===== src/rtl/scr_isqrt_pipe.sv =====
// Pipelined integer square root, one root bit resolved per register stage.
// Carries an opaque side word alongside; no package dependencies.
`timescale 1ns / 1ps
`default_nettype none
module scr_isqrt_pipe #(
   parameter int RootW = 25,
   parameter int SW    = 1
) (
   input  logic                 clock,
   input  logic                 reset,
   input  logic                 adv,
   input  logic                 in_valid,
   input  logic [2*RootW-1:0]   in_radicand,
   input  logic [SW-1:0]        in_side,
   output logic                 out_valid,
   output logic [RootW-1:0]     out_root,
   output logic [SW-1:0]        out_side
);
   localparam int RemW = 2 * RootW + 1;

   logic [RootW:0]             valid_chain;
   logic [RootW:0][RemW-1:0]   rem_chain;
   logic [RootW:0][RootW-1:0]  root_chain;
   logic [RootW:0][SW-1:0]     side_chain;

   assign valid_chain[0] = in_valid;
   assign rem_chain[0]   = RemW'(in_radicand);
   assign root_chain[0]  = '0;
   assign side_chain[0]  = in_side;

   for (genvar s = 0; s < RootW; s++) begin : g_stage
      localparam int Bit = RootW - 1 - s;
      logic [RemW-1:0]  trial;
      logic [RemW-1:0]  rem_in;
      logic [RemW-1:0]  rem_ff;
      logic [RootW-1:0] root_in;
      logic [RootW-1:0] root_ff;
      logic [SW-1:0]    side_ff;
      logic             valid_ff;

      always_comb begin
         trial = (RemW'(root_chain[s]) << (Bit + 1)) + (RemW'(1) << (2 * Bit));
         if (rem_chain[s] >= trial) begin
            rem_in  = rem_chain[s] - trial;
            root_in = root_chain[s] | (RootW'(1) << Bit);
         end else begin
            rem_in  = rem_chain[s];
            root_in = root_chain[s];
         end
      end

      always_ff @(posedge clock) begin
         if (reset) begin
            valid_ff <= 1'b0;
         end else if (adv) begin
            valid_ff <= valid_chain[s];
         end
         if (adv) begin
            rem_ff  <= rem_in;
            root_ff <= root_in;
            side_ff <= side_chain[s];
         end
      end

      assign valid_chain[s+1] = valid_ff;
      assign rem_chain[s+1]   = rem_ff;
      assign root_chain[s+1]  = root_ff;
      assign side_chain[s+1]  = side_ff;
   end

   assign out_valid = valid_chain[RootW];
   assign out_root  = root_chain[RootW];
   assign out_side  = side_chain[RootW];

endmodule
`default_nettype wire


===== config.mk =====
export PLATFORM = sky130hd
export DESIGN_NAME = scr_isqrt_pipe
export DESIGN_NICKNAME = d
export VERILOG_FILES = /design/src/rtl/scr_isqrt_pipe.sv
export SDC_FILE = /design/constraint.sdc
export NUM_CORES = 2
export LEC_CHECK = 0
export ABC_AREA = 1
export BUFFER_PORTS_ARGS = -buffer_cell sky130_fd_sc_hd__buf_2
export CORE_MARGIN = 3
export CORE_UTILIZATION = 55
export CTS_BUF_LIST = sky130_fd_sc_hd__clkbuf_4
export DETAILED_ROUTE_END_ITERATION = 10
export MAX_ROUTING_LAYER = met4
export PLACE_DENSITY = 0.7
export SYNTH_ARGS = -nofsm -noshare
export SYNTH_HDL_FRONTEND = slang
export SYNTH_SLANG_ARGS = --single-unit

===== constraint.sdc =====
create_clock -name clock -period 3.5 [get_ports clock]
set_input_delay 0.7 -clock clock [delete_from_list [all_inputs] [get_ports clock]]
set_output_delay 0.7 -clock clock [all_outputs]
set_load 0.005 [all_outputs]

Yosys cells after proc, flatten, opt, wreduce, memory -nomap -nowiden
Cells that the tools add are included.
{"block": "totals", "output_inout_bits": 27, "reg_bits": 1899, "wordCells": 222}
{"block": "op_classes", "n_lt_le_gt_ge": 25, "addsub": 48, "n_mux": 25}
{"op": "2-to-1 mux 51 bit", "n": 23}
{"op": ">= comparator 51 x 27 -> 1 bit", "n": 1}
{"op": ">= comparator 51 x 28 -> 1 bit", "n": 1}
{"op": ">= comparator 51 x 29 -> 1 bit", "n": 1}
{"op": ">= comparator 51 x 30 -> 1 bit", "n": 1}
{"op": ">= comparator 51 x 31 -> 1 bit", "n": 1}
{"op": ">= comparator 51 x 32 -> 1 bit", "n": 1}
{"op": ">= comparator 51 x 33 -> 1 bit", "n": 1}
{"op": ">= comparator 51 x 34 -> 1 bit", "n": 1}
{"op": ">= comparator 51 x 35 -> 1 bit", "n": 1}
{"op": ">= comparator 51 x 36 -> 1 bit", "n": 1}
{"op": ">= comparator 51 x 37 -> 1 bit", "n": 1}
{"op": ">= comparator 51 x 38 -> 1 bit", "n": 1}
{"op": ">= comparator 51 x 39 -> 1 bit", "n": 1}
{"op": ">= comparator 51 x 40 -> 1 bit", "n": 1}
{"op": ">= comparator 51 x 41 -> 1 bit", "n": 1}
{"op": ">= comparator 51 x 42 -> 1 bit", "n": 1}
{"op": ">= comparator 51 x 43 -> 1 bit", "n": 1}
{"op": ">= comparator 51 x 44 -> 1 bit", "n": 1}
{"op": ">= comparator 51 x 45 -> 1 bit", "n": 1}
{"op": ">= comparator 51 x 46 -> 1 bit", "n": 1}
{"op": ">= comparator 51 x 47 -> 1 bit", "n": 1}
{"op": ">= comparator 51 x 48 -> 1 bit", "n": 1}
{"op": ">= comparator 51 x 49 -> 1 bit", "n": 1}
{"op": "other kinds (52)", "n": 52}

Longest topological paths before layout
{"block": "depth", "ltp_word": 3, "mapped_depth": 16, "ltp_nobuf": 16}

Worst setup path after synthesis
Ideal clock, no wire load.
{"block": "synth_timing", "path_kind": "register to register", "from": "register g_stage[6].rem_ff[42]", "to": "register g_stage[7].rem_ff[46], data pin", "arrival_time_ns": 1.888, "setup_slack_ns": 1.363, "t_required_ns": 3.251, "path_stages_with_launch": 10, "cell_sequence": "edfxtp_1 > ha_1 > a21o_1 > a21oi_4 > nand2_2 > a211oi_4 > nand2_4 > buf_6 > nand2_1 > inv_1"}
{"block": "synth_between", "elab_chain_len": 2, "elab_cells_between_ends": 3, "cone_classes": "add/sub: 1; order compare: 1; mux: 1"}
{"item": "start: declaration", "line": "35", "source": "logic [RemW-1:0] rem_ff;"}
{"item": "start signal: assignment", "line": "59", "source": "rem_ff <= rem_in;"}
{"item": "subtractor 51 x 44 -> 51 bit / >= comparator 51 x 44 -> 1 bit (equally long branches)", "line": "44, 43"}
{"item": "2-to-1 mux 51 bit (*)", "line": "43", "source": "if (rem_chain[s] >= trial) begin"}
{"item": "via g_stage[7].rem_in[46]", "line": "34", "source": "logic [RemW-1:0] rem_in;"}
{"item": "end signal: assignment", "line": "59"}
{"item": "end: declaration", "line": "35"}
The timed path passes the listed nets; every way through them passes the cells marked *.
A chain may end at the register's enable or synchronous reset.

Worst setup path in the final report
{"block": "layout_timing", "from": "register g_stage[22].rem_ff[22]", "to": "register g_stage[23].rem_ff[36], data pin"}
{"block": "layout_between", "elab_chain_len": 2, "elab_cells_between_ends": 3, "cone_classes": "add/sub: 1; order compare: 1; mux: 1"}
{"item": "start: declaration", "line": "35"}
{"item": "start signal: assignment", "line": "59"}
{"item": "subtractor 51 x 28 -> 51 bit / >= comparator 51 x 28 -> 1 bit (equally long branches)", "line": "44, 43"}
{"item": "2-to-1 mux 51 bit (*)", "line": "43"}
{"item": "via g_stage[23].rem_in[36]", "line": "34"}
{"item": "end signal: assignment", "line": "59"}
{"item": "end: declaration", "line": "35"}
Marked as above.

==> run summary <==
Root buffer cell - clkbuf_4
Synth-to-Final Area Change - 11.0%
CTS max path bufs - 4
Io pins - 82
Post-Syn Area per Cell - 8.55 um2
Period utilization - 0.922
Synth area leader - edfxtp_1
Arr. time, crit path - 4.45 ns
H-tree depth - 5
Max-cap violations - 0
Largest net degree at the start of global routing - 115
Sequential share of the synthesized area - 0.531
CP endpoint kind - flop
Initial drt markers - 7442
RSZ-0062 raised after global routing - no
Fin Hold WS - 0.148 ns
Reg area - 47800 um2
Worst-path fanout max - 5
Drt pass-1 iters - 9
Die area - 169000 um2
Fin cells - 13.6k
Final setup viols - 0
Synth Area in Simple Gates - 0.260
Worst-path clk slew - 0.08 ns
Residual DRC - 0
Yosys cell types - 61
Vias - 75.1k
Multi-input gate area - 34900 um2
Leak - 44.9 nW
DIE HEIGHT - 411 um
Largest family of logic cells by synthesized area - simple AND/OR/NAND/NOR gates
DR vias/cell - 5.50
Setup TNS Final - 0 ns
Status - finished clean
Synth Register Bits - 1599
Pwr Total - 0.0567 W
Port Buffers - 81
Final slew viol count - 0
Final wirelength - 299 mm
Final Hold Viols - 0
Max VDD drop - 838 uV
Setup CP Type - reg -> reg
Initial antenna violation count - 6
Number of global-route vias before repair - 72.8k
Post-synthesis xor/xnor area fraction - 0.0312
CTS tree - built
Nets - 11.6k
Mapped cell area - 90000 um2
Antenna-violating nets left - 0
GRT Util Overall - 0.360
Highest-count cells in the layout ignoring fill and taps - nand2_1 (3334), inv_1 (1733), edfxtp_1 (1574), nor2_1 (1117), nand3_1 (596)
Adder-Cell Fraction of Synth Area - 0.0481
Die Wd - 411 um
Fmax - 310 MHz
Detailed-route wire length per cell - 21.9 um
Worst slew pin tran - 1.22 ns
Worst min path class - in -> reg
Fillers - 13.9k
P per Cell Area - 568 nW/um2
TritonCTS Buffers - 417
Slew headroom - 0.183
Global-route wire length before repair - 441 mm
EDFF count, synth - 1574
Share of layout cells above drive strength 1 - 0.0863
Clock skew - 0.176 ns
Cell total after placement - 12.8k
Most common flop cell mapped by yosys - edfxtp_1
Tmin final - 3.23 ns
Clk_lat worst skew - 1.44 ns
Syn. warnings - 0
GPL Wtd Cong - 1.07
Synth Area in Compound Gates - 0.0491
FP Rows - 147
Gr ovfl total - 0
Ys async rst share - 0
Top cell type's share of synthesized area - 0.525
Commonest non-fill, non-tap cell in the layout - nand2_1
Net Count, Synth - 10.9k
Core area - 161000 um2
Initial core utilization - 0.557
Req. time, crit path - 4.72 ns
Ranking of synthesized cells by area - edfxtp_1 (53%), nand2_1 (14%), inv_1 (7.2%)
Post-Synthesis Cells - 10.5k
Sink Count - 1599
Startpoint types - flop
Hpwl dp - 231 mm
Post-synthesis mux area share - 0
cells by family (layout without fill, tap and decap cells):
kind of cell / count (synthesis) / count (layout)
flip-flops: 1599 / 1599
buffers and inverters: 1842 / 2787
AO/OA/AOI/OAI: 796 / 796
other: 1 / 15
AND/OR/NAND/NOR: 5624 / 5624
XOR/XNOR: 320 / 320
adder cells (fa/ha/maj): 346 / 346
power by group:
| group | total, W | leakage, nW | internal, W | switching [W] |
|---|---|---|---|---|
| Combinational | 0.0145 | 26.6 | 0.00455 | 0.00996 |
| Sequential | 0.0262 | 15.3 | 0.0239 | 0.00226 |
| Clock | 0.0160 | 3.03 | 0.00803 | 0.00799 |
| Total | 0.0567 | 44.9 | 0.0365 | 0.0202 |
metal layers:
metal / vias to the layer above / share of wire / global-route usage
li1: 35871 / - / -
met1: 34822 / 0.37 / 0.409
met2: 3468 / 0.48 / 0.600
met3: 925 / 0.068 / 0.0554
met4: 0 / 0.074 / 0.224
met5: - / 0 / -
layout make-up:
class | instances | share of cell area
repair buffers | 317 | 0.0280
well taps | 2160 | 0.0271
multi-input cells | 7087 | 0.350
clock buffers | 576 | 0.0433
flip-flops and latches | 1599 | 0.478
diodes | 14 | 0.000351
inverters | 1753 | 0.0659
clock inverters | 141 | 0.00733
cell usage after synthesis (3+ instances only):
library cell  instances
nor2_1             1117
nand2_1            3334
a211oi_1              4
xor2_1              169
o21ai_0             178
clkbuf_1              7
nor2_2               20
o21ai_2              27
nand4_1             205
and2_1                8
edfxtp_1           1574
buf_6                36
o211ai_1             15
or2_2                15
a21oi_1             425
a21oi_2              12
or2_1                 3
xnor2_1             150
nor4_1               95
o21a_1                5
and3_1                5
inv_2                18
nand2_2              27
a21o_1               20
buf_2                25
nor3b_1               4
nor2_4                9
o2111ai_1             3
nor3_2                5
ha_1                346
nand3_1             596
nand3b_1             48
buf_4                20
nand3_2               9
inv_1              1733
a21boi_0             11
nor3_1              114
o21ai_1              62
dfxtp_1              25
o21bai_1             21
state kept, by name, summed over array words and instances, names as in the netlist:
signal            count
out_side              1
g_stage.root_ff     300
g_stage.rem_ff     1224
out_valid             1
out_root             25
g_stage.valid_ff     24
g_stage.side_ff      24
path summary, 6_finish.rpt:
path	start	endpoint	cells past startpoint	slack, ns
max	g_stage[22].rem_ff[22]	g_stage[23].rem_ff[36]	9	0.27
min	in_radicand[48]	g_stage[0].rem_ff[48]	3	0.15
max reg2reg	g_stage[22].rem_ff[22]	g_stage[23].rem_ff[36]	9	0.27
min reg2reg	g_stage[14].rem_ff[14]	g_stage[15].rem_ff[14]	0	0.34
metrics by stage:
step	cell area [um2]	utilization	setup slack, ns
after floorplan	90000	-	1.36
after global placement	93700	0.581	0.300
after detailed placement	93700	0.581	0.299
after CTS	99900	0.618	0.338
after global routing	99900	0.618	0.0377
final	99900	0.619	0.272
worst max-delay path, stage by stage (launching register included):
cell	delay [ns]
edfxtp_1	0.45
ha_1	0.39
nand2_1	0.17
nor2_1	0.52
nand2_1	0.18
nor2_1	0.51
nand3_1	0.46
nand4_1	0.23
nand2_1	0.07
nand2_1	0.09
timing repair:
item	CTS	global route
setup buffers	0	0
hold buffers	105	0
setup endpoints to repair	0	0
endpoints found under the hold margin	458	0
gates resized for setup	0	0
Note: power is estimated with default switching activity, not from simulation.
