<file path="src/rtl/scr_div_pipe.sv">
// Pipelined restoring divider, one quotient bit per register stage.
// The dividend must be below divisor times two to the QW; no dependencies.
`timescale 1ns / 1ps
`default_nettype none
module scr_div_pipe #(
   parameter int QW = 31,
   parameter int DW = 25,
   parameter int SW = 1
) (
   input  logic                 clock,
   input  logic                 reset,
   input  logic                 adv,
   input  logic                 in_valid,
   input  logic [QW+DW-1:0]     in_dividend,
   input  logic [DW-1:0]        in_divisor,
   input  logic [SW-1:0]        in_side,
   output logic                 out_valid,
   output logic [QW-1:0]        out_quotient,
   output logic [SW-1:0]        out_side
);
   localparam int RemW = QW + DW;

   logic [QW:0]            valid_chain;
   logic [QW:0][RemW-1:0]  rem_chain;
   logic [QW:0][DW-1:0]    den_chain;
   logic [QW:0][QW-1:0]    quo_chain;
   logic [QW:0][SW-1:0]    side_chain;

   assign valid_chain[0] = in_valid;
   assign rem_chain[0]   = in_dividend;
   assign den_chain[0]   = in_divisor;
   assign quo_chain[0]   = '0;
   assign side_chain[0]  = in_side;

   for (genvar s = 0; s < QW; s++) begin : g_stage
      localparam int Bit = QW - 1 - s;
      logic [RemW-1:0] trial;
      logic [RemW-1:0] rem_in;
      logic [RemW-1:0] rem_ff;
      logic [QW-1:0]   quo_in;
      logic [QW-1:0]   quo_ff;
      logic [DW-1:0]   den_ff;
      logic [SW-1:0]   side_ff;
      logic            valid_ff;

      always_comb begin
         trial = RemW'(den_chain[s]) << Bit;
         if (rem_chain[s] >= trial) begin
            rem_in = rem_chain[s] - trial;
            quo_in = quo_chain[s] | (QW'(1) << Bit);
         end else begin
            rem_in = rem_chain[s];
            quo_in = quo_chain[s];
         end
      end

      always_ff @(posedge clock) begin
         if (reset) begin
            valid_ff <= 1'b0;
         end else if (adv) begin
            valid_ff <= valid_chain[s];
         end
         if (adv) begin
            rem_ff  <= rem_in;
            quo_ff  <= quo_in;
            den_ff  <= den_chain[s];
            side_ff <= side_chain[s];
         end
      end

      assign valid_chain[s+1] = valid_ff;
      assign rem_chain[s+1]   = rem_ff;
      assign den_chain[s+1]   = den_ff;
      assign quo_chain[s+1]   = quo_ff;
      assign side_chain[s+1]  = side_ff;
   end

   assign out_valid    = valid_chain[QW];
   assign out_quotient = quo_chain[QW];
   assign out_side     = side_chain[QW];

endmodule
`default_nettype wire

</file>
<file path="config.mk">
export PLATFORM = sky130hd
export DESIGN_NAME = scr_div_pipe
export DESIGN_NICKNAME = d
export VERILOG_FILES = /design/src/rtl/scr_div_pipe.sv
export SDC_FILE = /design/constraint.sdc
export NUM_CORES = 2
export LEC_CHECK = 0
export BUFFER_PORTS_ARGS = -buffer_cell sky130_fd_sc_hd__buf_2
export CORE_MARGIN = 10
export CORE_UTILIZATION = 40
export CTS_CLUSTER_SIZE = 28
export DETAILED_ROUTE_END_ITERATION = 12
export GPL_TIMING_DRIVEN = 0
export MAX_ROUTING_LAYER = met4
export PLACE_DENSITY = 0.68
export SLEW_MARGIN = 25
export SYNTH_ARGS = -nofsm -noshare
export SYNTH_HDL_FRONTEND = slang
export SYNTH_SLANG_ARGS = --single-unit
</file>
<file path="constraint.sdc">
create_clock -name clock -period 3.8 [get_ports clock]
set_input_delay 0.76 -clock clock [delete_from_list [all_inputs] [get_ports clock]]
set_output_delay 0.76 -clock clock [all_outputs]
set_load 0.05 [all_outputs]
</file>
# After elaboration in Yosys (flattened, before gate mapping)
# Cells that the tools add are included.
[op_classes]
n_addsub = 30
n_mul = 0
n_div = 0
order_cmp = 31
n_eq_ne = 0
shift = 0
mux = 31
n_bitwise = 0
reduce_logical = 0
[ops]
columns = ["cell", "count"]
rows = [
  ["56-bit 2-to-1 mux", 30],
  ["56-bit by 25-bit >= comparator with 1-bit output", 1],
  ["56-bit by 26-bit >= comparator with 1-bit output", 1],
  ["56-bit by 27-bit >= comparator with 1-bit output", 1],
  ["56-bit by 28-bit >= comparator with 1-bit output", 1],
  ["56-bit by 29-bit >= comparator with 1-bit output", 1],
  ["56-bit by 30-bit >= comparator with 1-bit output", 1],
  ["56-bit by 31-bit >= comparator with 1-bit output", 1],
  ["56-bit by 32-bit >= comparator with 1-bit output", 1],
  ["56-bit by 33-bit >= comparator with 1-bit output", 1],
  ["56-bit by 34-bit >= comparator with 1-bit output", 1],
  ["56-bit by 35-bit >= comparator with 1-bit output", 1],
  ["56-bit by 36-bit >= comparator with 1-bit output", 1],
  ["56-bit by 37-bit >= comparator with 1-bit output", 1],
  ["56-bit by 38-bit >= comparator with 1-bit output", 1],
  ["56-bit by 39-bit >= comparator with 1-bit output", 1],
  ["56-bit by 40-bit >= comparator with 1-bit output", 1],
  ["56-bit by 41-bit >= comparator with 1-bit output", 1],
  ["56-bit by 42-bit >= comparator with 1-bit output", 1],
  ["56-bit by 43-bit >= comparator with 1-bit output", 1],
  ["56-bit by 44-bit >= comparator with 1-bit output", 1],
  ["56-bit by 45-bit >= comparator with 1-bit output", 1],
  ["56-bit by 46-bit >= comparator with 1-bit output", 1],
  ["56-bit by 47-bit >= comparator with 1-bit output", 1],
  ["39 further kinds", 39],
]
[totals]
reg_bits = 3453
latchBits = 0
ram_bits = 0
rom_bits = 0
input_bits = 86
output_inout_bits = 33
mem_count = 0

# Longest topological paths before layout
[logic_depth]
depth_word = 2
mapped_depth = 16

# Least setup slack after synthesis
# No wires, ideal clock.
[synth_timing]
path_kind = "input to register"
from = "in in_divisor[2]"
to = "reg g_stage[0].rem_ff[39], data pin"
setup_ns = 0.260
arrival_ns = 3.726
required_ns = 3.540
setup_slack_ns = -0.186
stages = 13
path_cell_list = "inv_1 ha_1 nor2b_1 o31a_1 or4_1 a311o_1 a311oi_2 o41ai_1 a221o_1 a21oi_1 buf_2 inv_2 mux2_2"
[synth_between]
elab_chain_cells = 2
word_cells_on_any_way = 3
[synth_rtl]
columns = ["item", "line", "source"]
rows = [
  ["start, declared", "15", "input logic [DW-1:0] in_divisor,"],
  ["56-bit by 55-bit subtractor with 56-bit output / 56-bit by 55-bit >= comparator with 1-bit output (equally long branches)", "49, 48", ""],
  ["56-bit 2-to-1 mux (*)", "48", "if (rem_chain[s] >= trial) begin"],
  ["named net g_stage[0].rem_in[39]", "38", "logic [RemW-1:0] rem_in;"],
  ["end signal, assigned", "64", "rem_ff <= rem_in;"],
  ["end, declared", "39", "logic [RemW-1:0] rem_ff;"],
]
# The timed path passes the listed nets; every way through them passes the cells marked *.
# A chain may end at the register's enable or synchronous reset.

# Final worst setup path
[layout_timing]
from = "reg g_stage[19].rem_ff[44]"
to = "reg g_stage[20].rem_ff[31], data pin"
[layout_between]
elab_chain_cells = 2
[layout_rtl]
columns = ["item", "line"]
rows = [
  ["start, declared", "39"],
  ["start signal, assigned", "64"],
  ["56-bit by 35-bit >= comparator with 1-bit output", "48"],
  ["56-bit 2-to-1 mux", "48"],
  ["named net g_stage[20].rem_in[31]", "38"],
  ["end signal, assigned", "64"],
  ["end, declared", "39"],
]
# The timed path passes the listed nets, and every way through them passes these cells.

==> metrics <==
status complete, no violations; H-tree level count 5; DRC 0; library cells used by synthesis 96; Crit-path slowest cell or4_4; Max-slew headroom between 30% and 40%; critical path peak fanout 10; Final Non-Filler Cells between 15000 and 20000; CP startpoint g_stage[19].rem_ff[44]; PD cells 724 mW/mm^2; startpoint types flip-flop; max-cap viol count 0; cell-internal power ~82 mW; Clk Latency, worst-skew pair about 0.95 ns; initial antenna violation count 10; crit path DAT about 4.5 ns; Synth Register Bits ~3000; Core Rows 224; Ys Warns 0; Net Sw Power 42.4 mW; Post-DP Area between 0.15 and 0.2 sq mm; Peak VDD IR roughly 470 uV; critical-path cell list or4_4, or4_1, or3_1, or3_1, nor3_1, o41ai_2, buf_4, buf_2, clkbuf_4, a21oi_1; Least-Margin Pin Slew 0.951 ns; family with the most delay on the worst path simple AND/OR/NAND/NOR gates; first-pass GRT wire length approximately 550000 microns; Commonest cells post-synth edfxtp_1 (2957), inv_1 (995), a21oi_1 (897); WHS Path Cells 1; Die Wd ~630 microns; Max Transition Viols Final 0; EDFF count, synth between 2000 and 3000; Port Buf Inserts between 100 and 150; total track usage between 10% and 20%; Pleak 64.8 nW; Routed WL per cell 19.8 microns; Buf+Inv Stages, Crit Path 3; final wirelength 361000 microns; Setup-failing EPs final 0; most frequent cell after synthesis edfxtp_1; CP max stage delay 0.55 ns; CTS tree yes; Vias per Instance 5.31; power share of the clock group roughly 26%; Critical Path Sink Type flip-flop; Synth Flop Type edfxtp_1; Reg2Reg Depth 10; Synth-to-Final Area Change 14.8%; RSZ-0062 raised after global routing yes; num ports roughly 120; Yosys top cell area share 59.5%; share of layout cells above drive strength 1 a little over 10%; Async SR Flop Fraction 0%; Hold Crit Class in2reg; Worst path depth 10; synth top area cells edfxtp_1 (59%), ha_1 (6.5%), xnor2_1 (3.4%); Max Root-Sink Buffers 4; CTS root buffer clkbuf_16; flop-to-flop setup slack approximately 0.029 ns; detailed placer's ending HPWL ~270000 microns; Fin Clk Skew approximately 0.076 ns; drt first-iter violations around 7300; post-route worst setup slack ~0.029 ns; Worst Path Required around 4.6 ns; post-synthesis sequential area ratio about three fifths; die area around 0.4 sq mm; fin area between 0.15 and 0.2 sq mm; Vias about 97000; GPL Wtd Cong around 0.93; Setup Slack @ Placement -1.71 ns; sequential share of power between 30% and 40%; Syn Std Cell Area approximately 0.15 sq mm; Synth area leader edfxtp_1; die height approximately 630 microns; Worst path most repeated cell or3_1; Synth Net Count about 13000; largest net degree at the start of global routing around 150; Routed Antenna Nets 0; TritonCTS Sinks approximately 3000; Initial Utilization 40.1%; core area about 0.37 sq mm; nets 13864; fin crit period ~3.8 ns; dpl cells about 17000; WS Path Type reg2reg; Hold Fails Final Rpt 0; drt first pass iters 6; crit share post-route 99.2%; vias in the first global route 95130; switch share around a third; hold path startpoint in_divisor[1]; Fmax 0.265 GHz; clk slew on worst S/H paths 0.06 ns; Inserted Clock Buffers about 330; gr ovfl total 0; reg-to-reg startpoint g_stage[19].rem_ff[44]; Comb power frac between 30% and 40%; Cells after Synth approximately 12000; Mapped Avg Cell Area 12.1 sq um
metrics by stage:
| stage | hold slack, ns | total power, mW | setup TNS [ns] | utilization, % |
|---|---|---|---|---|
| floorplan | 0.400 | 78.6 | -0.00745 | - |
| global placement | 0.400 | 88.7 | - | 42.0 |
| detailed placement | 0.405 | 90.1 | -1426.26 | 42.2 |
| CTS | 0.00155 | 124 | -0.0523 | 45.7 |
| global route | 0.0416 | 131 | -0.417 | 46.1 |
| finish | 0.0818 | 124 | 0 | 46.1 |
worst reg2reg max path: cells and delay by family, from the launching register on:
family,cells,cell delay [ns]
buffers and inverters,3,0.69
DFF,1,0.43
and+or+nand+nor,5,2.14
AOI/OAI and AO/OA,2,0.35
per-layer routing:
metal  share of wire (%)  track usage [%]  vias up
li1                    -                -    47173
met1                  40             20.1    46538
met2                  51             31.3     2329
met3                 4.0             2.22      818
met4                 5.7             8.95        0
met5                   0                -        -
kinds of logic after synthesis:
| group | share of synthesized area, % |
|---|---|
| flops | 59.9 |
| fa+ha+maj | 6.89 |
| mux | 1.25 |
| buf+inv | 3.24 |
| compound gates | 11.5 |
| simple gates | 11.1 |
| xor+xnor | 6.20 |
placed cells by master (no fill, tap or decap), drive strengths merged, types with 31 or more instances in the layout:
cell and count:
xnor2 579, o211ai 45, a21o 401, dfxtp 31
nand2b 126, inv 1018, or3 102, or4 88
nor4b 35, dlygate4sd3 55, o31ai 70, and3 78
edfxtp 2957, mux2 130, and2 48, a31oi 75
clkinv 136, nor3 253, clkbuf 586, nand3 211
a21oi 899, nor4 233, nor2 817, o21a 116
buf 279, a211oi 78, xor2 479, nand2 874
a211o 41, mux2i 40, nor2b 113, o21ai 663
bufinv 38, nand4 168, ha 775, o21bai 80
or2 43
power by group through the flow:
stage / sequential [mW] / combinational, mW / clock [mW]
final: 49.4 / 42.6 / 32.1
after global routing: 50.0 / 47.1 / 34.3
after CTS: 49.5 / 41.3 / 33.0
after detailed placement: 50.1 / 40.1 / 0
after global placement: 51.5 / 37.3 / 0
after floorplan: 48.0 / 30.6 / 0
state kept, by name, summed over array words and instances, names as in the netlist:
name              count
out_valid             1
g_stage.side_ff      30
g_stage.den_ff      750
out_quotient         31
g_stage.quo_ff      465
g_stage.valid_ff     30
out_side              1
g_stage.rem_ff     1680
worst paths after layout:
| check | to |
|---|---|
| worst max register to register | g_stage[20].rem_ff[31] |
| worst max-delay path | g_stage[20].rem_ff[31] |
| worst min register to register | g_stage[11].side_ff |
| worst min-delay path | g_stage[0].den_ff[1] |
area by class of cell:
cell class,instances,area (sq um)
Antenna cell,25,62.6
Buffer,254,1280
Clock buffer,379,8480
Clock inverter,215,2400
Fill cell,33546,201000
Inverter,1002,3790
Multi-Input combinational cell,8108,57100
Sequential cell,2988,89400
Tap cell,4972,6220
Timing Repair Buffer,291,2710
timing repair:
item	4_1_cts	5_1_grt
setup endpoints to repair	1444	1096
gates cloned	4	4
gates resized for setup	331	272
hold buffers	55	0
hold endpoints to repair	55	0
pin swaps	32	65
setup buffers	40	47
Note: power is estimated with default switching activity, not from simulation.
